[config.mk]
export PLATFORM = sky130hd
export DESIGN_NAME = sts_seq
export DESIGN_NICKNAME = d
export VERILOG_FILES = /design/src/rtl/sts_pkg.sv /design/src/rtl/sts_seq.sv
export SDC_FILE = /design/constraint.sdc
export NUM_CORES = 1
export LEC_CHECK = 0
export ABC_AREA = 0
export BUFFER_PORTS_ARGS = -buffer_cell sky130_fd_sc_hd__buf_2
export CAP_MARGIN = 20
export CORE_UTILIZATION = 52
export DETAILED_ROUTE_END_ITERATION = 7
export PLACE_DENSITY = 0.78
export SETUP_SLACK_MARGIN = 0.1
export SLEW_MARGIN = 5
export SYNTH_ARGS = -nofsm -noshare
export SYNTH_HDL_FRONTEND = slang
export SYNTH_SLANG_ARGS = --single-unit
[constraint.sdc]
create_clock -name clk -period 4.4 [get_ports clk]
set_input_delay 0.44 -clock clk [delete_from_list [all_inputs] [get_ports clk]]
set_output_delay 0.44 -clock clk [all_outputs]
set_load 0.01 [all_outputs]
[src/rtl/sts_pkg.sv]
`default_nettype none

package sts_pkg;

	localparam int DATA_W  = 32;
	localparam int INDEX_W = 10;
	localparam int COUNT_W = 11;

	localparam int REG_ENTRY_COUNT = 0;

	localparam logic MODE_WRITE  = 1'b0;
	localparam logic MODE_SEARCH = 1'b1;

	typedef enum logic [3:0] {
		ST_IDLE   = 4'b0001,
		ST_PROBE  = 4'b0010,
		ST_CMP    = 4'b0100,
		ST_FINISH = 4'b1000
	} state_t;

	typedef struct packed {
		logic wr_en;
		logic rd_en;
	} mem_ctl_t;

endpackage

`default_nettype wire

[src/rtl/sts_seq.sv]
`default_nettype none

module sts_seq #(
	parameter int DEPTH = 1024,
	parameter int AW    = 10,
	parameter int CW    = 11
) (
	input  wire logic                                clk,
	input  wire logic                                arst_n,
	input  wire logic [sts_pkg::COUNT_W-1:0]         entry_count,
	input  wire logic                                in_valid,
	output      logic                                in_ready,
	input  wire logic                                mode,
	input  wire logic [sts_pkg::INDEX_W-1:0]         index,
	input  wire logic signed [sts_pkg::DATA_W-1:0]   value,
	output      logic                                out_valid,
	input  wire logic                                out_ready,
	output      logic                                found,
	output      sts_pkg::mem_ctl_t                   mem_ctl,
	output      logic [AW-1:0]                       wr_addr,
	output      logic [sts_pkg::DATA_W-1:0]          wr_data,
	output      logic [AW-1:0]                       rd_addr,
	input  wire logic [sts_pkg::DATA_W-1:0]          rd_data
);

	localparam int CMPW = (CW > sts_pkg::COUNT_W) ? CW : sts_pkg::COUNT_W;
	localparam logic [CMPW-1:0] DEPTH_C = CMPW'(DEPTH);

	sts_pkg::state_t state_q, state_d;

	logic [CW-1:0]                       lo_q, lo_d;
	logic [CW-1:0]                       hi_q, hi_d;
	logic [AW-1:0]                       mid_q, mid_d;
	logic signed [sts_pkg::DATA_W-1:0]   key_q;
	logic                                hit_q, hit_d;
	logic                                out_valid_q;
	logic                                found_q;

	logic                                accept;
	logic                                load_out;
	logic [CMPW-1:0]                     count_ext;
	logic [CW-1:0]                       count_sat;
	logic [CW-1:0]                       span;
	logic [CW-1:0]                       mid_full;
	logic                                range_open;
	logic signed [sts_pkg::DATA_W-1:0]   probe;

	assign in_ready  = (state_q == sts_pkg::ST_IDLE);
	assign accept    = in_valid && in_ready;
	assign load_out  = (state_q == sts_pkg::ST_FINISH) && (!out_valid_q || out_ready);

	assign count_ext = CMPW'(entry_count);
	assign count_sat = (count_ext > DEPTH_C) ? CW'(DEPTH_C) : CW'(count_ext);

	assign range_open = (lo_q < hi_q);
	assign span       = hi_q - lo_q - CW'(1);
	assign mid_full   = lo_q + (span >> 1);
	assign probe      = $signed(rd_data);

	assign mem_ctl.wr_en = accept && (mode == sts_pkg::MODE_WRITE)
		&& (CMPW'(index) < DEPTH_C);
	assign mem_ctl.rd_en = (state_q == sts_pkg::ST_PROBE) && range_open;
	assign wr_addr       = AW'(index);
	assign wr_data       = value;
	assign rd_addr       = mid_d;

	always_comb begin
		state_d = state_q;
		lo_d    = lo_q;
		hi_d    = hi_q;
		mid_d   = mid_q;
		hit_d   = hit_q;
		unique case (state_q)
			sts_pkg::ST_IDLE: begin
				if (accept && (mode == sts_pkg::MODE_SEARCH)) begin
					lo_d    = '0;
					hi_d    = count_sat;
					hit_d   = 1'b0;
					state_d = sts_pkg::ST_PROBE;
				end
			end
			sts_pkg::ST_PROBE: begin
				if (range_open) begin
					mid_d   = AW'(mid_full);
					state_d = sts_pkg::ST_CMP;
				end else begin
					hit_d   = 1'b0;
					state_d = sts_pkg::ST_FINISH;
				end
			end
			sts_pkg::ST_CMP: begin
				if (probe == key_q) begin
					hit_d   = 1'b1;
					state_d = sts_pkg::ST_FINISH;
				end else if (probe < key_q) begin
					lo_d    = CW'(mid_q) + CW'(1);
					state_d = sts_pkg::ST_PROBE;
				end else begin
					hi_d    = CW'(mid_q);
					state_d = sts_pkg::ST_PROBE;
				end
			end
			sts_pkg::ST_FINISH: begin
				if (load_out) begin
					state_d = sts_pkg::ST_IDLE;
				end
			end
			default: begin
				state_d = sts_pkg::ST_IDLE;
			end
		endcase
	end

	always_ff @(posedge clk or negedge arst_n) begin
		if (!arst_n) begin
			state_q     <= sts_pkg::ST_IDLE;
			out_valid_q <= 1'b0;
		end else begin
			state_q <= state_d;
			if (load_out) begin
				out_valid_q <= 1'b1;
			end else if (out_ready) begin
				out_valid_q <= 1'b0;
			end
		end
	end

	always_ff @(posedge clk) begin
		lo_q  <= lo_d;
		hi_q  <= hi_d;
		mid_q <= mid_d;
		hit_q <= hit_d;
		if (accept) begin
			key_q <= value;
		end
		if (load_out) begin
			found_q <= hit_q;
		end
	end

	assign out_valid = out_valid_q;
	assign found     = found_q;

`ifndef SYNTHESIS
	a_cmp_follows_probe: assert property (@(posedge clk) disable iff (!arst_n)
		(state_q == sts_pkg::ST_CMP) |-> $past(state_q == sts_pkg::ST_PROBE))
		else $error("compare state entered without a preceding read");

	a_range_ordered: assert property (@(posedge clk) disable iff (!arst_n)
		(state_q == sts_pkg::ST_CMP) |-> ((CW'(mid_q) >= lo_q) && (CW'(mid_q) < hi_q)))
		else $error("probe position outside the live range");

	a_result_from_finish: assert property (@(posedge clk) disable iff (!arst_n)
		$rose(out_valid_q) |-> $past(state_q == sts_pkg::ST_FINISH))
		else $error("result beat raised outside the finish state");

	a_no_write_in_search: assert property (@(posedge clk) disable iff (!arst_n)
		(state_q != sts_pkg::ST_IDLE) |-> !mem_ctl.wr_en)
		else $error("table written while a search is running");
`endif

endmodule

`default_nettype wire

* Word level (Yosys, flattened, before mapping)
Cells that the tools add are included.
Operators by class: add/subtract/negate cells 4, bitwise gates (word level) 1, mux-type cells 22, $lt $le $gt $ge 3, eq/ne operators 12, reduce and logical (&&, ||, !) cells 14
Operator list (number):
- 11-bit two-way mux | 7
- 11-bit one-hot mux with 2 select lines | 2
- 32-bit equality test | 1
- 32-bit less-than comparator | 1
- 10-bit two-way mux | 2
- 4-bit two-way mux | 4
- 4-bit one-hot mux with 4 select lines | 1
- 2-bit inequality test (second input constant) | 6
- 4-bit AND reduction | 3
- 10-bit by 1-bit adder with 11-bit output (second input constant) | 1
- 11-bit greater-than comparator (second input constant) | 1
- 11-bit less-than comparator | 1
- 11-bit by 1-bit subtractor with 11-bit output (second input constant) | 1
- 11-bit subtractor | 1
- 10-bit adder | 1
- 1-bit logical AND | 5
- 1-bit two-way mux | 5
- 4-bit by 1-bit equality test with 1-bit output (second input constant) | 1
- 4-bit by 2-bit equality test with 1-bit output (second input constant) | 1
- 4-bit by 3-bit equality test with 1-bit output (second input constant) | 1
- 4-bit equality test (second input constant) | 1
- 2-bit nonzero test | 2
- 1-bit one-hot mux with 3 select lines | 1
- 3-bit nonzero test | 1
- other kinds (5) | 5
Word-level totals: register bits 71, output and inout port bits 57, logic and storage cells 64, bits of input ports 90

* Depth between registers and ports, before layout
depth in word-level cells 5, gate-level depth with buffers 15, gate-level depth less buffers 15

* Least setup slack after synthesis
No wires, ideal clock.
kind flip-flop to output port, from reg lo_q[1], to out rd_addr[9], slack 1027 ps, required time 3960 ps, cell stages (with the launch flop) 15, buffers on the path 0, arrival time 2933 ps, cells stage by stage edfxtp_1 > inv_1 > ha_1 > a21o_1 > a21oi_1 > o21bai_1 > a41oi_1 > nand2b_1 > xor2_1 > ha_1 > a21o_1 > a31oi_1 > o21ai_0 > xnor2_1 > mux2_2
On the way: cells in the longest elaborated chain, start to end 5, elaborated cells between the ends (all ways) 6, classes of those cells add/sub (3); order compare (1); mux (2)
Ends and longest elaborated chain:
- start, declared | line sts_seq.sv:31 | logic [CW-1:0] lo_q, lo_d;
- start signal, assigned | line sts_seq.sv:129 | lo_q <= lo_d;
- 11-bit subtractor | line sts_seq.sv:56 | assign span = hi_q - lo_q - CW'(1);
- 11-bit by 1-bit subtractor with 11-bit output | line sts_seq.sv:56
- 10-bit adder | line sts_seq.sv:57 | assign mid_full = lo_q + (span >> 1);
- 10-bit two-way mux * | line sts_seq.sv:83 | if (range_open) begin
- 10-bit two-way mux * | line sts_seq.sv:73 | unique case (state_q)
- end, declared | line sts_seq.sv:22 | output logic [AW-1:0] rd_addr,
Mark *: on every way between the ends. The rest lies on a longest branch, timed or not.

* Worst setup path after layout
Ends and elaborated chain as after synthesis.

==> key figures <==
Timing
  – Final WS setup: roughly 0.30 ns
  – Number of max-slew violations in the final report: 0
  – Worst Tran Pin Value: between 0.6 and 0.7 ns
  – Maximum operating frequency: 0.244 GHz
  – Final sum of negative setup slack: 0 ns
  – Clock skew after layout: ~0.013 ns
  – Setup violators final: 0
  – Setup repair after global routing missed its margin: false
  – Slew headroom: 55.1%
  – Final hold vios: 0
  – Min cycle time layout: about 4 ns
  – Tcrit/Tclk final: 93.2%

Placement
  – Placed cell count: 653
  – Port Buffer Count: 126
  – HPWL Detailed: roughly 8000 microns
  – Place WS: 0.576 ns
  – RePlAce Congestion: about 0.87

Route
  – Avg WL per Cell: 14.8 microns
  – Via count: 3594
  – Antenna-violating nets left: 0
  – First drt pass iteration count: 4
  – Routed Wire Length: 9960 microns
  – Drc violations: 0
  – Via count normalized by instance count: 5.36
  – 1st-iter DRT viols: 187

Clock network
  – Max H-tree Level: 3
  – Insertion delay of the later-clocked pin in the worst-skew pair: 0.35 ns
  – Clock-pin slew on the worst setup and hold paths: approximately 0.09 ns
  – Clock Sink Count: 71
  – Clock tree from TritonCTS: done
  – Clock tree root driver cell: sky130_fd_sc_hd__clkbuf_8
  – Maximum count of clock buffers along a single path: 2
  – TritonCTS buffer count: 9

Setup path
  – Kind of critical path: reg2out
  – Critical path's top delay family: compound AO/OA/AOI/OAI gates
  – Launch point of the worst reg-to-reg path: lo_q[1]$_SDFFCE_PN0P_
  – Worst path bufs/invs: 2
  – Source of the critical timing path: lo_q[1]$_SDFFCE_PN0P_
  – Worst EP required: 3.96 ns
  – Cells traversed along the worst timing path: inv_1 > ha_1 > a21o_1 > a21oi_1 > o21bai_1 > a41oi_2 > nand2b_1 > xor2_1 > ha_1 > a21o_1 > a31oi_2 > o21ai_0 > xnor2_1 > mux2_2 > buf_2
  – Critical path arrival: 3.66 ns
  – Critical path peak fanout: 4
  – CP max stage delay: 0.46 ns
  – Worst Setup End Kind: output pin
  – Startpoint kind of the worst setup timing path: flip-flop
  – Cell with the biggest individual delay on the critical path: sky130_fd_sc_hd__edfxtp_1

Yosys
  – Yosys warning total: 0
  – Most common flop cell mapped by yosys: sky130_fd_sc_hd__edfxtp_1
  – Fraction of synthesized cell area taken by the top area cell type: 35.4%
  – Compound-cell area share of the yosys netlist: 9.80%
  – Flip-flop and latch count after synthesis: 71
  – Number of flops mapped to enable cells by yosys: 56
  – Xor and xnor fraction of the mapped netlist area: ~4.4%
  – Combinational family with the most area after synthesis: adder cells
  – Syn_nets: 617
  – Largest area contributor in the synthesized netlist: sky130_fd_sc_hd__edfxtp_1
  – Synthesized-area fraction occupied by and/or/nand/nor cells: 12.3%
  – Synthesized netlist cell count: 464
  – Arithmetic-cell share of the synthesized area counting full adders, half adders and majority gates: 16.9%
  – Biggest area contributors in the synthesized netlist: sky130_fd_sc_hd__edfxtp_1 (35%), sky130_fd_sc_hd__ha_1 (16%), sky130_fd_sc_hd__buf_4 (6.6%), sky130_fd_sc_hd__inv_1 (4.8%), sky130_fd_sc_hd__dfxtp_1 (4.2%)
  – Async set-or-reset flop fraction in the synthesized netlist: 7.04%
  – Synthesized area per cell: about 10 sq um
  – Syn Std Cell Area: between 0.004 and 0.005 sq mm
  – Sequential area share after synthesis: 42.3%
  – Number of library cell types mapped by synthesis: 51
  – Portion of netlist area occupied by mux cells: 2.35%

Global routing
  – Number of antenna violations at the first check in global routing: 0
  – Maximum number of pins on one net before global-route repair: 25
  – Global-route wire length before repair: around 16000 microns
  – Global-route total usage across every layer: 21.2%
  – Number of global-route vias before repair: approximately 3600
  – Total grt overflow: 0

Pwr
  – Logic gate share of total power: 27.6%
  – Internal Dissipation: between 1 and 1.5 mW
  – Pwr/cell area: 373 mW/mm^2
  – Net Sw Frac: 31.6%
  – Net load switching power: 642 uW
  – Peak supply drop: 0.000237 V
  – Clock network fraction of design power: between 20% and 30%
  – Power share of the sequential group: between 40% and 50%
  – Reported leakage power: 2.68 nW

Die
  – Io pins: 147
  – Overall die width: 97.5 microns
  – Total Die Area: 0.00952 sq mm
  – Placeable core region: 0.00876 sq mm
  – Initial Util: 54.2%
  – Total number of placement rows: 34
  – Die height: 97.5 microns

Final layout
  – Multi-input gate area in the final layout: 0.00220 sq mm
  – Commonest cells after routing, fill and taps aside: sky130_fd_sc_hd__buf_2 (126), sky130_fd_sc_hd__inv_1 (61), sky130_fd_sc_hd__ha_1 (61)
  – Final nets: 711
  – Most common cell after layout, fill and taps aside: sky130_fd_sc_hd__buf_2
  – Number of diodes: 0
  – FF/Latch Area: 0.00201 sq mm
  – Filler Cells Inserted: 737
  – Fraction of final layout cells with drive strength greater than 1: ~28%
  – Area growth from synthesis to layout: 14.9%
  – Filler-free cell count of the finished design: 671

Flow run
  – Maximum Capacitance Violations: 0

Hold path
  – Kind of path behind the tightest hold check: in2reg
  – Worst hold start: value[20]

Run status
  – Status: completed
==> layer usage <==
layer	track usage (%)	routed length, microns	up-vias
li1	-	-	1757
met1	23.8	3910	1677
met2	39.4	5220	140
met3	4.03	577	20
met4	8.26	245	0
met5	0	0	-
==> cell type report <==
type / count / share of cell area (%)
clock inverter: 6 / 1.72
multi-input combinational: 285 / 40.3
clock buffer: 10 / 2.34
timing repair buffer: 130 / 12.2
tap: 108 / 2.48
inverter: 61 / 4.20
sequential: 71 / 36.8
==> cells in the mapped netlist (2+ instances only) <==
master / count
sky130_fd_sc_hd__ha_1: 61
sky130_fd_sc_hd__inv_1: 61
sky130_fd_sc_hd__edfxtp_1: 56
sky130_fd_sc_hd__buf_4: 42
sky130_fd_sc_hd__nand2_1: 40
sky130_fd_sc_hd__a21oi_1: 35
sky130_fd_sc_hd__nor2_1: 18
sky130_fd_sc_hd__o21ai_0: 14
sky130_fd_sc_hd__xnor2_1: 13
sky130_fd_sc_hd__xor2_1: 11
sky130_fd_sc_hd__dfxtp_1: 10
sky130_fd_sc_hd__nand3_1: 10
sky130_fd_sc_hd__nand3b_1: 7
sky130_fd_sc_hd__mux2_1: 6
sky130_fd_sc_hd__a21o_1: 5
sky130_fd_sc_hd__nor2b_1: 5
sky130_fd_sc_hd__dfrtp_1: 4
sky130_fd_sc_hd__nand2b_1: 4
sky130_fd_sc_hd__nand4_1: 4
sky130_fd_sc_hd__o21ai_1: 4
sky130_fd_sc_hd__a22o_1: 3
sky130_fd_sc_hd__and2_1: 3
sky130_fd_sc_hd__and3_1: 3
sky130_fd_sc_hd__clkbuf_1: 3
sky130_fd_sc_hd__mux2_2: 3
sky130_fd_sc_hd__nor3_1: 3
sky130_fd_sc_hd__o21bai_1: 3
sky130_fd_sc_hd__a221oi_1: 2
sky130_fd_sc_hd__a31oi_1: 2
sky130_fd_sc_hd__fa_1: 2
sky130_fd_sc_hd__nor4_1: 2
sky130_fd_sc_hd__nor4b_1: 2
sky130_fd_sc_hd__o211ai_1: 2
sky130_fd_sc_hd__o21a_1: 2
sky130_fd_sc_hd__or3_1: 2
sky130_fd_sc_hd__or4b_2: 2
==> final timing paths <==
check                      slack [ns]  depth (start not counted)                     end
max                              0.30                         15              rd_addr[9]
min in group asynchronous        0.46                          2   out_valid$_DFFE_PN0P_
max in group asynchronous        3.73                          2  state_q[0]$_DFFE_PN1P_
min reg2reg                      0.43                          0         found$_DFFE_PP_
min                              0.27                          1     key_q[20]$_DFFE_PP_
max reg2reg                      1.11                         14        mid_q[9]$_DFF_P_
==> power groups by stage <==
stage	combinational [mW]	clock, mW	sequential (mW)
global route	0.628	0.617	0.900
floorplan	0.391	0	0.881
CTS	0.558	0.592	0.886
finish	0.561	0.585	0.888
detailed placement	0.552	0	0.902
global placement	0.535	0	0.897
==> stage by stage <==
stage / total power [mW] / area [sq um] / util [%] / hold slack, ns
6_report: 2.03 / 5460 / 62.3 / 0.274
3_5_place_dp: 1.45 / 5190 / 59.3 / 0.257
5_1_grt: 2.14 / 5460 / 62.3 / 0.258
3_3_place_gp: 1.43 / 5190 / 59.3 / 0.258
2_1_floorplan: 1.27 / 4750 / - / 0.144
4_1_cts: 2.04 / 5420 / 61.9 / 0.265
==> state kept, by name, summed over array words and instances, names as in the netlist <==
| register | cells |
|---|---|
| found | 1 |
| lo_q | 11 |
| hit_q | 1 |
| mid_q | 10 |
| out_valid | 1 |
| hi_q | 11 |
| state_q | 4 |
| key_q | 32 |
==> logic make-up (layout without fill, tap and decap cells) <==
family,after synthesis,after routing
DFF,71,71
xor gates and xnor gates,24,24
and+or+nand+nor,110,110
AOI/OAI and AO/OA,78,78
buffers and inverters,108,207
muxes,10,10
adders and majority gates,63,63
==> timing repair <==
item / in CTS / in global routing
endpoints found under the setup margin: 0 / 2
gates resized for setup: 0 / 5
buffers inserted: 0 / 1
hold endpoints to repair: 4 / 0
hold buffers: 1 / 0
Power figures use the tool's default switching activity.
